==> src/rtl/latency_running_statistics_top_defines.svh <==
// assertion macros for the latency statistics block
`ifndef LATENCY_RUNNING_STATISTICS_TOP_DEFINES_SVH
`define LATENCY_RUNNING_STATISTICS_TOP_DEFINES_SVH

`ifndef SYNTHESIS
// checked only while out of reset
`define LRS_ASSERT(name, prop, msg) \
    name: assert property (@(posedge clk) disable iff (!rst_n) prop) else $error(msg);
// checked at every edge, reset included
`define LRS_ASSERT_ALWAYS(name, prop, msg) \
    name: assert property (@(posedge clk) prop) else $error(msg);
`else
`define LRS_ASSERT(name, prop, msg)
`define LRS_ASSERT_ALWAYS(name, prop, msg)
`endif

`endif

==> src/rtl/lrs_pkg.sv <==
// shared types and constants for the latency statistics block
package lrs_pkg;

    localparam int SAMPLE_BITS_DEFAULT = 32;
    localparam int DIV_STEPS           = 64;
    localparam int SQRT_STEPS          = 32;
    localparam int STEP_BITS           = 6;

    localparam logic [1:0] KIND_ADD    = 2'd0;
    localparam logic [1:0] KIND_REPORT = 2'd1;
    localparam logic [1:0] KIND_CLEAR  = 2'd2;

    typedef struct packed {
        logic [1:0]  kind;
        logic [31:0] sample_us;
    } cmd_t;

    typedef struct packed {
        logic [31:0] min_latency;
        logic [31:0] max_latency;
        logic [31:0] mean_latency;
        logic [31:0] deviation;
        logic [31:0] sample_count;
    } stats_t;

    typedef enum logic [2:0] {
        ST_IDLE,
        ST_ACCUM,
        ST_DIV_MEAN,
        ST_DIV_SQ,
        ST_SQUARE,
        ST_DIFF,
        ST_SQRT,
        ST_DONE
    } state_t;

endpackage

==> src/rtl/latency_running_statistics_top.sv <==
// latency running statistics: min, max, mean, deviation and count over samples
//
//  channel | dir | beat    | fields
//  --------+-----+---------+---------------------------------------------
//  cmd     | in  | cmd_t   | kind (add, report, clear), sample_us
//  stats   | out | stats_t | min, max, mean, deviation, count (report only)
//
//  an add passes through an accumulate state, a clear returns straight to idle;
//  a report with samples runs two 64-step restoring divides, one squaring,
//  one subtract and a 32-step square root, skipping the root when the spread
//  is not positive; the divide and root steps share one subtract/compare unit,
//  the squarings share one multiplier; a report without samples goes to done
//  rst_n clears the statistics and the control state at once, no sweep
//  cmd is accepted whenever the sequencer is idle, even while a finished
//  stats beat waits; a report that finishes holds until the output is free
`include "latency_running_statistics_top_defines.svh"

module latency_running_statistics_top #(
    parameter int SAMPLE_BITS = lrs_pkg::SAMPLE_BITS_DEFAULT
) (
    input  logic            clk,
    input  logic            rst_n,
    input  logic            cmd_valid,
    output logic            cmd_ready,
    input  lrs_pkg::cmd_t   cmd,
    output logic            stats_valid,
    input  logic            stats_ready,
    output lrs_pkg::stats_t stats
);
    import lrs_pkg::*;

    // samples are cut to SAMPLE_BITS low bits
    localparam logic [31:0] SampleMask = 32'((64'd1 << SAMPLE_BITS) - 64'd1);
    localparam logic [STEP_BITS-1:0] DivLast  = STEP_BITS'(DIV_STEPS - 1);
    localparam logic [STEP_BITS-1:0] SqrtLast = STEP_BITS'(SQRT_STEPS - 1);

    state_t state_reg, state_next;

    // running statistics
    logic [31:0] min_reg, max_reg, count_reg;
    logic [63:0] sum_reg, sqsum_reg;

    // working registers of the shared unit
    logic [63:0]          work_reg;   // dividend / quotient, then radicand
    logic [34:0]          rem_reg;    // partial remainder
    logic [31:0]          root_reg;
    logic [STEP_BITS-1:0] step_reg;
    logic [63:0]          sq_reg;     // sample square or squared mean
    logic [31:0]          mean_reg;
    logic [31:0]          dev_reg;

    logic   out_valid_reg;
    stats_t out_reg;

    logic        cmd_fire;
    logic        out_free;
    logic        load_out;
    logic [31:0] sample;

    // shared unit operands and result
    logic [34:0] rem_shift;
    logic [34:0] trial;
    logic [35:0] diff;
    logic        ge;

    logic [31:0] mul_a;
    logic [63:0] prod;

    assign sample   = cmd.sample_us & SampleMask;
    assign cmd_fire = cmd_valid && cmd_ready;
    assign out_free = !out_valid_reg || stats_ready;

    // one subtract/compare serves the divide steps and the root digits
    always_comb
    begin
        unique case (state_reg) inside
            ST_DIV_MEAN, ST_DIV_SQ:
            begin
                rem_shift = {rem_reg[33:0], work_reg[63]};
                trial     = {3'b000, count_reg};
            end
            ST_SQRT:
            begin
                rem_shift = {rem_reg[32:0], work_reg[63:62]};
                trial     = {1'b0, root_reg, 2'b01};
            end
            default:
            begin
                rem_shift = '0;
                trial     = '0;
            end
        endcase
        diff = {1'b0, rem_shift} - {1'b0, trial};
        ge   = !diff[35];
    end

    // one multiplier: sample square while idle, squared mean otherwise
    assign mul_a = (state_reg == ST_IDLE) ? sample : mean_reg;
    assign prod  = 64'(mul_a) * 64'(mul_a);

    // next state
    always_comb
    begin
        state_next = state_reg;
        unique case (state_reg)
            ST_IDLE:
            begin
                if (cmd_fire)
                begin
                    unique case (cmd.kind)
                        KIND_ADD:    state_next = ST_ACCUM;
                        KIND_REPORT: state_next = (count_reg == '0) ? ST_DONE : ST_DIV_MEAN;
                        default:     state_next = ST_IDLE;
                    endcase
                end
            end
            ST_ACCUM:    state_next = ST_IDLE;
            ST_DIV_MEAN: if (step_reg == DivLast) state_next = ST_DIV_SQ;
            ST_DIV_SQ:   if (step_reg == DivLast) state_next = ST_SQUARE;
            ST_SQUARE:   state_next = ST_DIFF;
            ST_DIFF:     state_next = (work_reg > sq_reg) ? ST_SQRT : ST_DONE;
            ST_SQRT:     if (step_reg == SqrtLast) state_next = ST_DONE;
            ST_DONE:     if (out_free) state_next = ST_IDLE;
            default:     state_next = ST_IDLE;
        endcase
    end

    // outputs of the sequencer
    always_comb
    begin
        cmd_ready = 1'b0;
        load_out  = 1'b0;
        unique case (state_reg)
            ST_IDLE: cmd_ready = 1'b1;
            ST_DONE: load_out  = out_free;
            default:
            begin
                cmd_ready = 1'b0;
                load_out  = 1'b0;
            end
        endcase
    end

    // control state and statistics
    always_ff @(posedge clk or negedge rst_n)
    begin
        if (!rst_n)
        begin
            state_reg     <= ST_IDLE;
            out_valid_reg <= 1'b0;
            min_reg       <= '1;
            max_reg       <= '0;
            sum_reg       <= '0;
            sqsum_reg     <= '0;
            count_reg     <= '0;
        end
        else
        begin
            state_reg <= state_next;
            if (load_out)
                out_valid_reg <= 1'b1;
            else if (stats_ready)
                out_valid_reg <= 1'b0;

            if (cmd_fire && cmd.kind == KIND_ADD)
            begin
                if (sample < min_reg)
                    min_reg <= sample;
                if (sample > max_reg)
                    max_reg <= sample;
                sum_reg   <= sum_reg + 64'(sample);
                count_reg <= count_reg + 32'd1;
            end
            else if (cmd_fire && cmd.kind == KIND_CLEAR)
            begin
                min_reg   <= '1;
                max_reg   <= '0;
                sum_reg   <= '0;
                sqsum_reg <= '0;
                count_reg <= '0;
            end

            // the registered square is added in the cycle after the sample is taken
            if (state_reg == ST_ACCUM)
                sqsum_reg <= sqsum_reg + sq_reg;
        end
    end

    // datapath of the shared unit, no reset needed
    always_ff @(posedge clk)
    begin
        case (state_reg)
            ST_IDLE:
            begin
                sq_reg   <= prod;
                work_reg <= sum_reg;
                rem_reg  <= '0;
                step_reg <= '0;
            end
            ST_DIV_MEAN:
            begin
                if (step_reg == DivLast)
                begin
                    mean_reg <= {work_reg[30:0], ge};
                    work_reg <= sqsum_reg;
                    rem_reg  <= '0;
                    step_reg <= '0;
                end
                else
                begin
                    work_reg <= {work_reg[62:0], ge};
                    rem_reg  <= ge ? diff[34:0] : rem_shift;
                    step_reg <= step_reg + STEP_BITS'(1);
                end
            end
            ST_DIV_SQ:
            begin
                work_reg <= {work_reg[62:0], ge};
                rem_reg  <= ge ? diff[34:0] : rem_shift;
                step_reg <= step_reg + STEP_BITS'(1);
            end
            ST_SQUARE:
            begin
                sq_reg <= prod;
            end
            ST_DIFF:
            begin
                work_reg <= work_reg - sq_reg;
                rem_reg  <= '0;
                root_reg <= '0;
                step_reg <= '0;
                dev_reg  <= '0;
            end
            ST_SQRT:
            begin
                work_reg <= {work_reg[61:0], 2'b00};
                rem_reg  <= ge ? diff[34:0] : rem_shift;
                root_reg <= {root_reg[30:0], ge};
                step_reg <= step_reg + STEP_BITS'(1);
                if (step_reg == SqrtLast)
                    dev_reg <= {root_reg[30:0], ge};
            end
            default:
            begin
                step_reg <= step_reg;
            end
        endcase

        if (load_out)
        begin
            if (count_reg == '0)
            begin
                out_reg <= '0;
            end
            else
            begin
                out_reg.min_latency  <= min_reg;
                out_reg.max_latency  <= max_reg;
                out_reg.mean_latency <= mean_reg;
                out_reg.deviation    <= dev_reg;
                out_reg.sample_count <= count_reg;
            end
        end
    end

    assign stats_valid = out_valid_reg;
    assign stats       = out_reg;

    // a sample is always followed by its square accumulation
    `LRS_ASSERT(a_add_then_accum, cmd_fire && cmd.kind == KIND_ADD |=> state_reg == ST_ACCUM, "sample not followed by accumulate")
    // a new stats beat only comes out of the done state
    `LRS_ASSERT(a_out_from_done, $rose(stats_valid) |-> $past(state_reg) == ST_DONE, "stats beat without finished report")
    // with samples present the minimum never exceeds the maximum
    `LRS_ASSERT(a_min_le_max, count_reg != '0 |-> min_reg <= max_reg, "minimum above maximum")
    // reset holds the sequencer idle and the output empty
    `LRS_ASSERT_ALWAYS(a_reset_quiet, !rst_n |-> !stats_valid && state_reg == ST_IDLE, "not quiet in reset")

endmodule

==> config.mk <==
export PLATFORM = sky130hd
export DESIGN_NAME = latency_running_statistics_top
export DESIGN_NICKNAME = d
export VERILOG_FILES = /design/src/rtl/lrs_pkg.sv /design/src/rtl/latency_running_statistics_top.sv
export VERILOG_INCLUDE_DIRS = /design/src /design/src/rtl
export SDC_FILE = /design/constraint.sdc
export NUM_CORES = 2
export LEC_CHECK = 0
export BUFFER_PORTS_ARGS = -buffer_cell sky130_fd_sc_hd__buf_2
export CAP_MARGIN = 5
export CORE_ASPECT_RATIO = 1.5
export CORE_MARGIN = 2
export CORE_UTILIZATION = 50
export CTS_CLUSTER_DIAMETER = 50
export DETAILED_ROUTE_END_ITERATION = 12
export PLACE_DENSITY = 0.66
export SLEW_MARGIN = 20
export SYNTH_ARGS = -nofsm -noshare
export SYNTH_HDL_FRONTEND = slang
export SYNTH_SLANG_ARGS = --single-unit
export TNS_END_PERCENT = 5
==> constraint.sdc <==
create_clock -name clk -period 24 [get_ports clk]
set_input_delay 7.2 -clock clk [delete_from_list [all_inputs] [get_ports clk]]
set_output_delay 7.2 -clock clk [all_outputs]
set_load 0.02 [all_outputs]
==> results by group <==
Run status
  – Status: complete, no violations

Timing
  – Tightest Pin Transition: 1.214 ns
  – Fin crit period: 16.48 ns
  – Final period util: 68.69%
  – RSZ-0062 raised after global routing: false
  – Layout Skew: 0.02186 ns
  – Fmax: 60.66 MHz
  – Hold Fails Final Rpt: 0
  – Setup TNS: 0 ns
  – Final Max Slew Viols: 0
  – Final Setup Violations: 0
  – Relative slew slack: 18.34%

Yosys
  – Syn Area/Cell: 9.381 um2
  – EDFF count, synth: 423
  – Yosys reg bits: 651
  – Cell Area, Synth: 68420 um2
  – Synth top area cells: fa_1 23%, edfxtp_1 19%, ha_1 10%, dfrtp_1 7.2%, inv_1 6.7%
  – Synth top area share: 23.23%
  – Post-synth cell types: 88
  – Syn Inst Count: 7294
  – Seq/Total Area, Yosys: 26.96%
  – Top_reg_cell synth: edfxtp_1
  – Synth warn: 0
  – Largest area contributor in the netlist: fa_1
  – Asr flop ratio synth: 35.02%
  – Syn nets: 8675

Die
  – FP Rows: 166
  – Io pins: 200
  – Starting density of the core: 50.29%
  – Die ar.: 139900 um2
  – Chip height: 457.1 um
  – Die width: 306.0 um
  – Core region area: 136000 um2

GRT
  – First-pass GRT wire length: 336.1 mm
  – Global-route met2 utilization: 56.37%
  – GRT Util Overall: 31.74%
  – Number of global-route vias before repair: 56830
  – M1 GR Usage: 35.41%
  – Overflow after GRT: 0
  – Largest net degree at the start of global routing: 137
  – GR peak layer: met2
  – Met3 usage in global routing: 3.885%
  – Initial antenna violation count: 7

Setup path
  – Critical Path Max Stage Delay: 0.91 ns
  – Crit end category: flop
  – Worst path required time: 24.42 ns
  – Reg2reg setup slack: 12.16 ns
  – Reg2reg end: sq_reg[51]
  – CP Launch Type: input port
  – CP most frequent cell: fa_1
  – Top delay family on crit path: adder cells
  – Max Fanout on Critical Path: 17
  – Setup crit start: cmd[19]
  – Worst Path Class, Setup: input port to flop
  – Crit path DAT: 16.90 ns
  – Worst reg2reg path depth: 26
  – R2r startpoint: state_reg[2]
  – CP max stage cell: clkinv_1
  – Critical path buffers and inverters: 7

CTS
  – Post-CTS setup buffer count: 0
  – Clk buf depth: 3
  – Hold buffer count at CTS: 0
  – CTS tree: done
  – Num CTS Buffers: 61
  – Clk slew on worst S/H paths: 0.07 ns
  – Clock root cell: clkbuf_16
  – Clk sinks: 651
  – Skew-Pair Late Insertion Delay: 0.69 ns
  – Post-cts sizing count: 0
  – CTS H-tree depth: 2

Cells and area
  – Area grow syn2layout: 7.296%
  – Final nets: 8669
  – Layout cells sized above 1: 7.289%
  – Max reg flops: 160

Routing
  – Routed Wire Length: 221.0 mm
  – Via Count: 53860
  – Via/cell ratio: 5.908
  – Antenna-violating nets left: 0
  – Routed WL per cell: 24.25 um
  – DRT iter0 DRCs: 4141
  – # DRC: 0
  – TritonRoute pass-1 iters: 6

Placed design
  – Detailed Place HPWL: 171.1 mm
  – GPL Wtd Cong: 1.005
  – IO Port Bufs: 199

Worst hold path
  – Hold_sp: sqsum_reg[52]
  – Hold path endpoint: sqsum_reg[52]
  – HP Class: flop to flop
  – Hold Path Depth: 2

Job
  – Max cap viols: 0
==> Yosys cell counts (all sizes together) (11+ instances only) <==
| master | count |
|---|---|
| dfstp | 32 |
| nand2b | 39 |
| nor3 | 68 |
| a22o | 37 |
| xnor2 | 172 |
| a31o | 14 |
| o21bai | 45 |
| clkbuf | 320 |
| o211ai | 17 |
| buf | 34 |
| and2 | 17 |
| mux2 | 23 |
| ha | 549 |
| a21oi | 412 |
| mux2i | 118 |
| nand4 | 84 |
| a221oi | 20 |
| fa | 794 |
| nor2b | 103 |
| xor2 | 135 |
| a32oi | 32 |
| nand3 | 133 |
| o31ai | 27 |
| or2 | 14 |
| a31oi | 44 |
| nor2 | 638 |
| inv | 1215 |
| or3 | 17 |
| clkinv | 11 |
| nand2 | 645 |
| a211oi | 26 |
| o22ai | 19 |
| and3 | 69 |
| nor4 | 18 |
| edfxtp | 423 |
| a21o | 200 |
| dfrtp | 196 |
| o21ai | 359 |
| o21a | 43 |
==> tightest hold or removal path, stage by stage (launching register included) <==
cell and delay (ns):
dfrtp_1 0.37, nand2_1 0.05, o21ai_0 0.06
==> kinds of logic (layout without fill, tap and decap cells) <==
logic type,Yosys count,in the layout,share of synthesized area [%]
flip-flops,651,651,26.96
multiplexers,141,141,2.105
XOR/XNOR,307,307,3.930
AND/OR/NAND/NOR,1880,1880,12.26
buffers and inverters,1580,1626,8.675
adder cells (fa/ha/maj),1343,1343,33.27
AO/OA/AOI/OAI,1392,1392,12.79
other,0,12,0
==> per-layer routing <==
| layer | vias to the layer above | routed length, um | share of wire [%] |
|---|---|---|---|
| met2 | 2276 | 110900 | 50 |
| met5 | - | 30 | 0.014 |
| li1 | 24040 | - | - |
| met4 | 4 | 18150 | 8.2 |
| met1 | 26780 | 78820 | 36 |
| met3 | 759 | 13130 | 5.9 |
==> area by class of cell <==
class,instances,area [um2]
fill,12300,62630
multi-input combinational,5063,44250
sequential,651,18450
inverter,1226,4602
tap,1764,2207
timing repair buffer,285,1704
clock buffer,67,1600
clock inverter,48,568.0
antenna,12,30.03
==> through the flow <==
| step | hold WS [ns] | utilization [%] | cell area (um2) | worst slack [ns] | cells |
|---|---|---|---|---|---|
| floorplan | 0.4620 | - | 68420 | 9.019 | 7294 |
| global placement | 0.4927 | 52.29 | 71140 | 7.021 | 8986 |
| detailed placement | 0.5042 | 52.32 | 71170 | 6.980 | 8987 |
| CTS | 0.5211 | 53.91 | 73340 | 7.701 | 9102 |
| global route | 0.5316 | 53.95 | 73390 | 7.319 | 9106 |
| finish | 0.5198 | 53.96 | 73410 | 7.515 | 9116 |
==> placed cells by master, fill, tap and decap left out, types with 132 or more instances in the layout <==
cell      Yosys  final
a21o_1      200    200
ha_1        549    549
nand3_1     133    132
xnor2_1     172    172
buf_2         4    198
fa_1        794    794
nor2_1      638    627
dfrtp_1     196    195
a21oi_1     412    411
o21ai_0     344    343
inv_1      1214   1214
nand2_1     645    641
edfxtp_1    423    423
xor2_1      135    135
==> how the worst max path moves through the flow <==
| stage | endpoint | cells past startpoint |
|---|---|---|
| 4_1_cts | sq_reg[51] | 24 |
| 2_1_floorplan | sq_reg[61] | 32 |
| 5_1_grt | sq_reg[51] | 27 |
| 3_3_place_gp | sq_reg[51] | 27 |
| 6_report | sq_reg[51] | 27 |
| 3_5_place_dp | sq_reg[51] | 24 |
Power is left out: the tool's default activity adds up to more than one toggle a clock period on the data nets, which glitch-free logic cannot reach.
